File: src/design/nlri_dec_pkg.sv
// ----------------------------------------------------------------------------
// nlri_dec_pkg
// Shared types and constants of the NLRI prefix stream decoder.
// ----------------------------------------------------------------------------
`default_nettype none

package nlri_dec_pkg;

  // configuration register indexes
  localparam logic REG_ADDRESS_FAMILY = 1'b0;
  localparam logic REG_MAX_RECORDS    = 1'b1;

  // address family codes
  localparam logic [1:0] FAM_IPV4  = 2'd0;
  localparam logic [1:0] FAM_IPV6  = 2'd1;
  localparam logic [1:0] FAM_VPNV4 = 2'd2;

  localparam logic [12:0] MAX_RECORDS_RESET = 13'd4096;

  // prefix length limits in bits
  localparam logic [7:0] V4_MAX_BITS  = 8'd32;
  localparam logic [7:0] V6_MAX_BITS  = 8'd128;
  localparam logic [7:0] VPN_MIN_BITS = 8'd88;
  localparam logic [7:0] VPN_MAX_BITS = 8'd120;

  typedef enum logic [1:0] {
    KIND_RECORD  = 2'd0,
    KIND_DECODED = 2'd1,
    KIND_ERROR   = 2'd2
  } kind_t;

  typedef enum logic [1:0] {
    PH_LENGTH = 2'd0,
    PH_BODY   = 2'd1,
    PH_DROP   = 2'd2
  } phase_t;

  typedef struct packed {
    kind_t       kind;
    logic [63:0] upper;
    logic [63:0] lower;
    logic [7:0]  bits;
    logic [19:0] label;
    logic [15:0] asn;
    logic [31:0] value;
    logic [12:0] count;
    logic        fin;
  } res_t;

  // results caused by one item: an optional record, then an optional end result
  typedef struct packed {
    logic rec_v;
    logic tail_v;
    res_t rec;
    res_t tail;
  } bundle_t;

endpackage

`default_nettype wire

File: src/design/nlri_dec_core.sv
// ----------------------------------------------------------------------------
// nlri_dec_core
// Input register, configuration registers and the per-byte decode state.
// ----------------------------------------------------------------------------
`default_nettype none

module nlri_dec_core (
  input  wire                    clk,
  input  wire                    rst,
  input  wire                    s_tvalid,
  output logic                   s_tready,
  input  wire  [7:0]             s_byte,
  input  wire                    s_last,
  input  wire                    cfg_we,
  input  wire                    cfg_index,
  input  wire  [12:0]            cfg_data,
  input  wire                    slot_free,
  output logic                   push,
  output nlri_dec_pkg::bundle_t  bundle
);
  import nlri_dec_pkg::*;

  logic        address_family_hi, address_family_lo;
  logic [1:0]  address_family;
  logic [12:0] max_records;

  logic        in_v;
  logic [7:0]  in_byte;
  logic        in_last;

  phase_t      phase, phase_next;
  logic [4:0]  bytes_left, bytes_left_next;
  logic [7:0]  current_length, current_length_next;
  logic [4:0]  byte_position, byte_position_next;
  logic [63:0] prefix_shift_upper, prefix_shift_upper_next;
  logic [63:0] prefix_shift_lower, prefix_shift_lower_next;
  logic [19:0] label_hold, label_hold_next;
  logic [15:0] asn_hold, asn_hold_next;
  logic [31:0] value_hold, value_hold_next;
  logic [12:0] record_count, record_count_next;
  logic [1:0]  rec_family, rec_family_next;

  logic        consume;
  // byte count of the body is bits 7:3; lengths that wrap here are rejected
  logic [7:0]  round_up;

  assign address_family = {address_family_hi, address_family_lo};
  assign consume  = in_v && (!(bundle.rec_v || bundle.tail_v) || slot_free);
  assign push     = consume;
  assign s_tready = !in_v || consume;
  assign round_up = in_byte + 8'd7;

  always_ff @(posedge clk) begin
    if (rst) begin
      address_family_hi <= 1'b0;
      address_family_lo <= 1'b0;
      max_records       <= MAX_RECORDS_RESET;
    end else if (cfg_we) begin
      if (cfg_index == REG_ADDRESS_FAMILY) begin
        {address_family_hi, address_family_lo} <= cfg_data[1:0];
      end else begin
        max_records <= cfg_data;
      end
    end
  end

  always_ff @(posedge clk) begin
    if (rst) begin
      in_v <= 1'b0;
    end else if (s_tready) begin
      in_v <= s_tvalid;
    end
    if (s_tready && s_tvalid) begin
      in_byte <= s_byte;
      in_last <= s_last;
    end
  end

  always_ff @(posedge clk) begin
    if (rst) begin
      phase          <= PH_LENGTH;
      bytes_left     <= '0;
      current_length <= '0;
      byte_position  <= '0;
      record_count   <= '0;
      rec_family     <= FAM_IPV4;
    end else if (consume) begin
      phase          <= phase_next;
      bytes_left     <= bytes_left_next;
      current_length <= current_length_next;
      byte_position  <= byte_position_next;
      record_count   <= record_count_next;
      rec_family     <= rec_family_next;
    end
    // holds are cleared at every length byte that passes the checks, before use
    if (consume) begin
      prefix_shift_upper <= prefix_shift_upper_next;
      prefix_shift_lower <= prefix_shift_lower_next;
      label_hold         <= label_hold_next;
      asn_hold           <= asn_hold_next;
      value_hold         <= value_hold_next;
    end
  end

  always_comb begin
    logic err;
    phase_next              = phase;
    bytes_left_next         = bytes_left;
    current_length_next     = current_length;
    byte_position_next      = byte_position;
    prefix_shift_upper_next = prefix_shift_upper;
    prefix_shift_lower_next = prefix_shift_lower;
    label_hold_next         = label_hold;
    asn_hold_next           = asn_hold;
    value_hold_next         = value_hold;
    record_count_next       = record_count;
    rec_family_next         = rec_family;
    bundle                  = '0;
    err                     = 1'b0;

    case (phase)
      PH_DROP: begin
        if (in_last) begin
          phase_next        = PH_LENGTH;
          record_count_next = '0;
        end
      end
      PH_LENGTH: begin
        rec_family_next = address_family;
        if (record_count >= max_records) begin
          err = 1'b1;
        end else begin
          case (address_family)
            FAM_IPV4:  err = in_byte > V4_MAX_BITS;
            FAM_IPV6:  err = in_byte > V6_MAX_BITS;
            FAM_VPNV4: err = (in_byte < VPN_MIN_BITS) || (in_byte > VPN_MAX_BITS);
            default:   err = 1'b1;
          endcase
        end
        if (!err) begin
          prefix_shift_upper_next = '0;
          prefix_shift_lower_next = '0;
          label_hold_next         = '0;
          asn_hold_next           = '0;
          value_hold_next         = '0;
          byte_position_next      = '0;
          current_length_next     = (address_family == FAM_VPNV4) ?
                                    in_byte - VPN_MIN_BITS : in_byte;
          bytes_left_next         = round_up[7:3];
          if (round_up[7:3] == 5'd0) begin
            record_count_next = record_count + 13'd1;
            bundle.rec_v      = 1'b1;
          end else begin
            phase_next = PH_BODY;
          end
        end
      end
      PH_BODY: begin
        if (rec_family == FAM_VPNV4) begin
          // label, two ignored RD type bytes, RD asn, RD value, prefix
          if (byte_position == 5'd0) label_hold_next[19:12] = in_byte;
          if (byte_position == 5'd1) label_hold_next[11:4]  = in_byte;
          if (byte_position == 5'd2) label_hold_next[3:0]   = in_byte[7:4];
          if (byte_position == 5'd5) asn_hold_next[15:8]    = in_byte;
          if (byte_position == 5'd6) asn_hold_next[7:0]     = in_byte;
          for (int i = 0; i < 4; i++) begin
            if (byte_position == 5'(7 + i)) value_hold_next[31 - 8*i -: 8] = in_byte;
            if (byte_position == 5'(11 + i)) begin
              prefix_shift_upper_next[63 - 8*i -: 8] = in_byte;
            end
          end
        end else begin
          for (int i = 0; i < 8; i++) begin
            if (byte_position == 5'(i)) prefix_shift_upper_next[63 - 8*i -: 8] = in_byte;
            if (byte_position == 5'(8 + i)) prefix_shift_lower_next[63 - 8*i -: 8] = in_byte;
          end
        end
        byte_position_next = byte_position + 5'd1;
        bytes_left_next    = bytes_left - 5'd1;
        if (bytes_left == 5'd1) begin
          record_count_next = record_count + 13'd1;
          bundle.rec_v      = 1'b1;
          phase_next        = PH_LENGTH;
        end
      end
      default: phase_next = PH_LENGTH;
    endcase

    bundle.rec.kind  = KIND_RECORD;
    bundle.rec.upper = prefix_shift_upper_next;
    bundle.rec.lower = prefix_shift_lower_next;
    bundle.rec.bits  = current_length_next;
    bundle.rec.label = label_hold_next;
    bundle.rec.asn   = asn_hold_next;
    bundle.rec.value = value_hold_next;
    bundle.rec.count = record_count_next;
    bundle.rec.fin   = 1'b0;

    if (phase != PH_DROP) begin
      // truncated record: buffer ends inside a body
      if (!err && in_last && phase_next == PH_BODY) err = 1'b1;
      bundle.tail.count = record_count_next;
      bundle.tail.fin   = 1'b1;
      if (err) begin
        bundle.tail_v    = 1'b1;
        bundle.tail.kind = KIND_ERROR;
        if (in_last) begin
          phase_next        = PH_LENGTH;
          record_count_next = '0;
        end else begin
          phase_next = PH_DROP;
        end
      end else if (in_last) begin
        bundle.tail_v     = 1'b1;
        bundle.tail.kind  = KIND_DECODED;
        phase_next        = PH_LENGTH;
        record_count_next = '0;
      end
    end
  end

endmodule

`default_nettype wire

File: src/design/nlri_dec_out.sv
// ----------------------------------------------------------------------------
// nlri_dec_out
// Result register with one pending slot; sends a record and its end result
// one after the other.
// ----------------------------------------------------------------------------
`default_nettype none

module nlri_dec_out (
  input  wire                    clk,
  input  wire                    rst,
  input  wire                    push,
  input  nlri_dec_pkg::bundle_t  bundle,
  output logic                   slot_free,
  output logic                   m_tvalid,
  input  wire                    m_tready,
  output nlri_dec_pkg::res_t     res
);
  import nlri_dec_pkg::*;

  logic out_free;
  logic pend_v;
  res_t pend;

  assign out_free  = !m_tvalid || m_tready;
  assign slot_free = out_free && !pend_v;

  always_ff @(posedge clk) begin
    if (rst) begin
      m_tvalid <= 1'b0;
      pend_v   <= 1'b0;
    end else if (out_free) begin
      if (pend_v) begin
        m_tvalid <= 1'b1;
        pend_v   <= 1'b0;
      end else if (push && (bundle.rec_v || bundle.tail_v)) begin
        m_tvalid <= 1'b1;
        pend_v   <= bundle.rec_v && bundle.tail_v;
      end else begin
        m_tvalid <= 1'b0;
      end
    end
  end

  always_ff @(posedge clk) begin
    if (out_free) begin
      if (pend_v) begin
        res <= pend;
      end else if (push && (bundle.rec_v || bundle.tail_v)) begin
        res  <= bundle.rec_v ? bundle.rec : bundle.tail;
        pend <= bundle.tail;
      end
    end
  end

endmodule

`default_nettype wire

File: src/design/nlri_prefix_stream_decoder_top.sv
// ----------------------------------------------------------------------------
// nlri_prefix_stream_decoder_top
// BGP NLRI decoder: one byte in per cycle; results per prefix and buffer end.
// ----------------------------------------------------------------------------
// Bytes of a buffer enter on the s_ channel, s_tlast on the final byte.
// Results leave on the m_ channel: tuser carries the kind (record, buffer
// decoded, error), tlast marks the last result of a buffer.
// Configuration (address family, record limit) is written through
// cfg_we/cfg_index/cfg_data while no buffer is in flight.
// The input register holds each accepted byte; its decode is then written into
// the result register (or the pending slot), where the result becomes valid.
// Throughput: one byte per cycle while results can be stored; a byte that
// closes both a record and the buffer gives two results, and a following byte
// that gives a result waits until the second leaves the pending slot.
// Reset clears the decode state, the record count and both output slots;
// address family returns to IPv4 and the record limit to 4096.
// When the receiver stalls, the result register and the pending slot hold;
// bytes that give no result keep flowing until a result must be stored.
// ----------------------------------------------------------------------------
`default_nettype none

module nlri_prefix_stream_decoder_top (
  input  wire          clk,
  input  wire          rst,
  input  wire          s_tvalid,
  output logic         s_tready,
  input  wire  [7:0]   s_tdata,   // data_byte
  input  wire          s_tlast,   // last_byte
  output logic         m_tvalid,
  input  wire          m_tready,
  // prefix_upper, prefix_lower, prefix_bits, mpls_label, rd_asn, rd_value,
  // records_decoded, zero fill
  output logic [223:0] m_tdata,
  output logic [1:0]   m_tuser,   // result_kind
  output logic         m_tlast,   // final_result
  input  wire          cfg_we,
  input  wire          cfg_index,
  input  wire  [12:0]  cfg_data
);
  import nlri_dec_pkg::*;

  bundle_t bundle;
  res_t    res;
  logic    push;
  logic    slot_free;

  nlri_dec_core u_core (
    .clk       (clk),
    .rst       (rst),
    .s_tvalid  (s_tvalid),
    .s_tready  (s_tready),
    .s_byte    (s_tdata),
    .s_last    (s_tlast),
    .cfg_we    (cfg_we),
    .cfg_index (cfg_index),
    .cfg_data  (cfg_data),
    .slot_free (slot_free),
    .push      (push),
    .bundle    (bundle)
  );

  nlri_dec_out u_out (
    .clk       (clk),
    .rst       (rst),
    .push      (push),
    .bundle    (bundle),
    .slot_free (slot_free),
    .m_tvalid  (m_tvalid),
    .m_tready  (m_tready),
    .res       (res)
  );

  assign m_tdata = {7'd0, res.count, res.value, res.asn, res.label, res.bits,
                    res.lower, res.upper};
  assign m_tuser = res.kind;
  assign m_tlast = res.fin;

endmodule

`default_nettype wire

File: config.mk
export PLATFORM = sky130hd
export DESIGN_NAME = nlri_prefix_stream_decoder_top
export DESIGN_NICKNAME = d
export VERILOG_FILES = /design/src/design/nlri_dec_pkg.sv /design/src/design/nlri_dec_core.sv /design/src/design/nlri_dec_out.sv /design/src/design/nlri_prefix_stream_decoder_top.sv
export SDC_FILE = /design/constraint.sdc
export NUM_CORES = 1
export LEC_CHECK = 0
export ABC_AREA = 1
export BUFFER_PORTS_ARGS = -buffer_cell sky130_fd_sc_hd__clkbuf_2
export CAP_MARGIN = 5
export CORE_MARGIN = 2
export CORE_UTILIZATION = 39
export CTS_CLUSTER_DIAMETER = 50
export DETAILED_ROUTE_END_ITERATION = 16
export PLACE_DENSITY_LB_ADDON = 0.15
export SLEW_MARGIN = 10
export SYNTH_ARGS = -nofsm -noshare
export SYNTH_HDL_FRONTEND = slang
export SYNTH_SLANG_ARGS = --single-unit
File: constraint.sdc
create_clock -name clk -period 18.02 [get_ports clk]
set_clock_uncertainty 0.2 [all_clocks]
set_input_delay 3.604 -clock clk [delete_from_list [all_inputs] [get_ports clk]]
set_output_delay 3.604 -clock clk [all_outputs]
set_load 0.01 [all_outputs]
==> metrics.txt <==
Max-slew headroom 0.1997; PwrDens 106.7 mW/mm2; synthesized cell area 0.02311 mm2; Ys Warns 0; Post-layout nets 2559; via count 17.78k; DR vias/cell 5.347; initial antenna violation count 1; placed instance count 3223; # DRC 0; layout cells sized above 1 0.1626; Ports 257; Worst-Skew Late Latency 630 ps; Peak VDD IR 75.43 uV; clock buffer depth 3; post-synthesis register bit count 494; GRT overflow 0; WL final 66280 um; # Max-Cap Violations 0; cell family with most CP delay simple AND/OR/NAND/NOR gates; Fmax 0.1190 GHz; IO Port Bufs 249; status finished, final reports clean; critical path cell sequence clkbuf_2 > nor2_1 > nor2_1 > inv_1 > nand3_1 > clkbuf_2; Slowest Stage Delay on Critical Path 260 ps; Rows 89; DRT Pass-1 Iters 6; Tot GR Track Use 0.2121; Placer Congestion 0.8404; CP max FO 3; clock transition at the registers of the reported paths 60 ps; Hold Crit Start u_core.max_records[11]$_SDFFE_PP0P_; critical path startpoint category input pin; first-pass GRT wire length 100000 um; Cells after Synth 2315; half-perimeter wire length after placement 42930 um; share of the yosys chip area belonging to registers 0.6190; PostCTS Resize Cnt 0; Post-synth EDFFs 441; measured slew at the worst slew-check pin 1196 ps; RR Startpoint u_core.in_byte[0]$_DFFE_PP_; Post-DRT Antenna Nets 0; area grow syn2layout 16.05%; Setup crit start m_tready; share of synthesized registers carrying an async set or reset 0; Iteration-0 DRC Markers 1755; slowest CP cell nor2_1; Max H-tree Level 2; die area 0.06122 mm2; area of placed instances 0.02490 mm2; P_leak 11.10 nW; Routed WL per cell 19.93 um; Die Span X 247.4 um; WP data required 14220 ps; Yosys cell types 42; diode count 0; Top FF cell, synth edfxtp_1; non-filler instance count after layout 3326; total CTS buffers 56; CTS tree yes; cts hold-fix bufs 0; largest net degree at the start of global routing 136; commonest non-fill, non-tap cell in the layout edfxtp_1; Hold Crit Class reg -> reg; CP arrival 4600 ps; CP Class in -> out; commonest non-fill, non-tap cells in the layout edfxtp_1, nand2_1, nor2_1; initial core utilization 0.3930; # fillers 5625; CTS Root Cell clkbuf_16; core area 0.05880 mm2; setup bufs post-CTS 0; Fin. Hold Viols 0; die height 247.4 um; CP Capture Type output pin; Period Utilization, post-route 0.4661; Final Slew Violations 0; number of global-route vias before repair 17.07k; Final min period 8400 ps; RSZ-0062 raised after global routing no; Setup TNS Final 0 ps; clk sinks 494; post-route cell area 0.02682 mm2; Setup violations, final 0; Syn Area/Cell 9.982 um2; buffer and inverter count on the worst path 3
metal layers:
metal / wire length (um) / up-vias / GRT usage
met5: 0 / - / 0
met4: 1606 / 0 / 0.06305
met3: 4288 / 95 / 0.03417
met2: 30280 / 667 / 0.3315
met1: 30110 / 8617 / 0.3042
li1: - / 8404 / -
per-stage QoR:
stage	setup WS [ps]	total power [W]	hold slack, ps	utilization
global route	9533	0.002969	292.3	0.4561
detailed placement	9495	0.001699	256.2	0.4234
CTS	9622	0.002884	264.6	0.4561
floorplan	2175	0.001602	232.5	-
finish	9620	0.002862	258.1	0.4561
global placement	9647	0.001691	253.8	0.4234
worst paths after layout:
| check | endpoint | slack (ps) | cells after the start |
|---|---|---|---|
| worst max-delay path | s_tready | 9620 | 6 |
| worst min-delay path | u_core.max_records[11]$_SDFFE_PP0P_ | 260 | 2 |
| worst max register to register | u_out.res[135]$_SDFFCE_PP0P_ | 10860 | 16 |
| worst min register to register | u_core.max_records[11]$_SDFFE_PP0P_ | 260 | 2 |
area by class of cell:
type                       instances  area, um2  area share
clock buffer                      60       1448     0.05398
clock inverter                    43      474.2     0.01768
inverter                         337       1272     0.04745
multi-input combinational       1354       6987      0.2605
sequential                       494      14300      0.5334
tap                              773      967.2     0.03606
timing repair buffer             265       1366     0.05095
state kept, by name (all words and copies together) (netlist names):
| name | count |
|---|---|
| u_core.max_records | 13 |
| u_out.m_tvalid | 1 |
| u_core.asn_hold | 16 |
| u_core.record_count | 13 |
| u_core.prefix_shift_upper | 64 |
| u_core.prefix_shift_lower | 64 |
| u_core.label_hold | 20 |
| u_core.bytes_left | 5 |
| u_core.in_last | 1 |
| u_out.pend | 16 |
| u_core.address_family_lo | 1 |
| u_core.byte_position | 5 |
| u_out.res | 220 |
| u_core.phase | 2 |
| u_core.in_byte | 8 |
| u_core.in_v | 1 |
| u_core.address_family_hi | 1 |
| u_out.pend_v | 1 |
| u_core.rec_family | 2 |
| u_core.value_hold | 32 |
| u_core.current_length | 8 |
logic make-up (layout without fill, tap and decap cells):
group,Yosys count,after routing,share of synthesized area
other,1,7,0.0001623
DFF,494,494,0.6190
xor gates and xnor gates,11,11,0.004169
adders and majority gates,23,23,0.01245
and+or+nand+nor,781,781,0.1364
AOI/OAI and AO/OA,532,532,0.1466
buffers and inverters,473,705,0.08122
synthesized netlist by cell type, types with 30 or more instances:
library cell / n / area [um2]
clkbuf_1: 86 / 322.8
buf_2: 30 / 150.1
a21oi_1: 176 / 880.8
nor2_1: 326 / 1224
edfxtp_1: 441 / 13240
a22oi_1: 73 / 548.0
dfxtp_1: 53 / 1061
nand2_1: 353 / 1325
o221ai_1: 64 / 560.5
nand3_1: 57 / 285.3
inv_1: 321 / 1205
o21ai_0: 123 / 615.6
tightest hold or removal path, delay by kind of cell (launching register included):
kind | cells | cell delay [ps]
AO/OA/AOI/OAI | 1 | 50
flip-flops | 1 | 300
buffers and inverters | 1 | 60
report_power, final:
group / internal [W] / total [W] / switching, W
clock: 0.000689 / 0.00119 / 0.000498
sequential: 0.00133 / 0.00137 / 0.0000326
combinational: 0.0000820 / 0.000308 / 0.000226
total: 0.00211 / 0.00286 / 0.000756
Power figures use the tool's default switching activity.
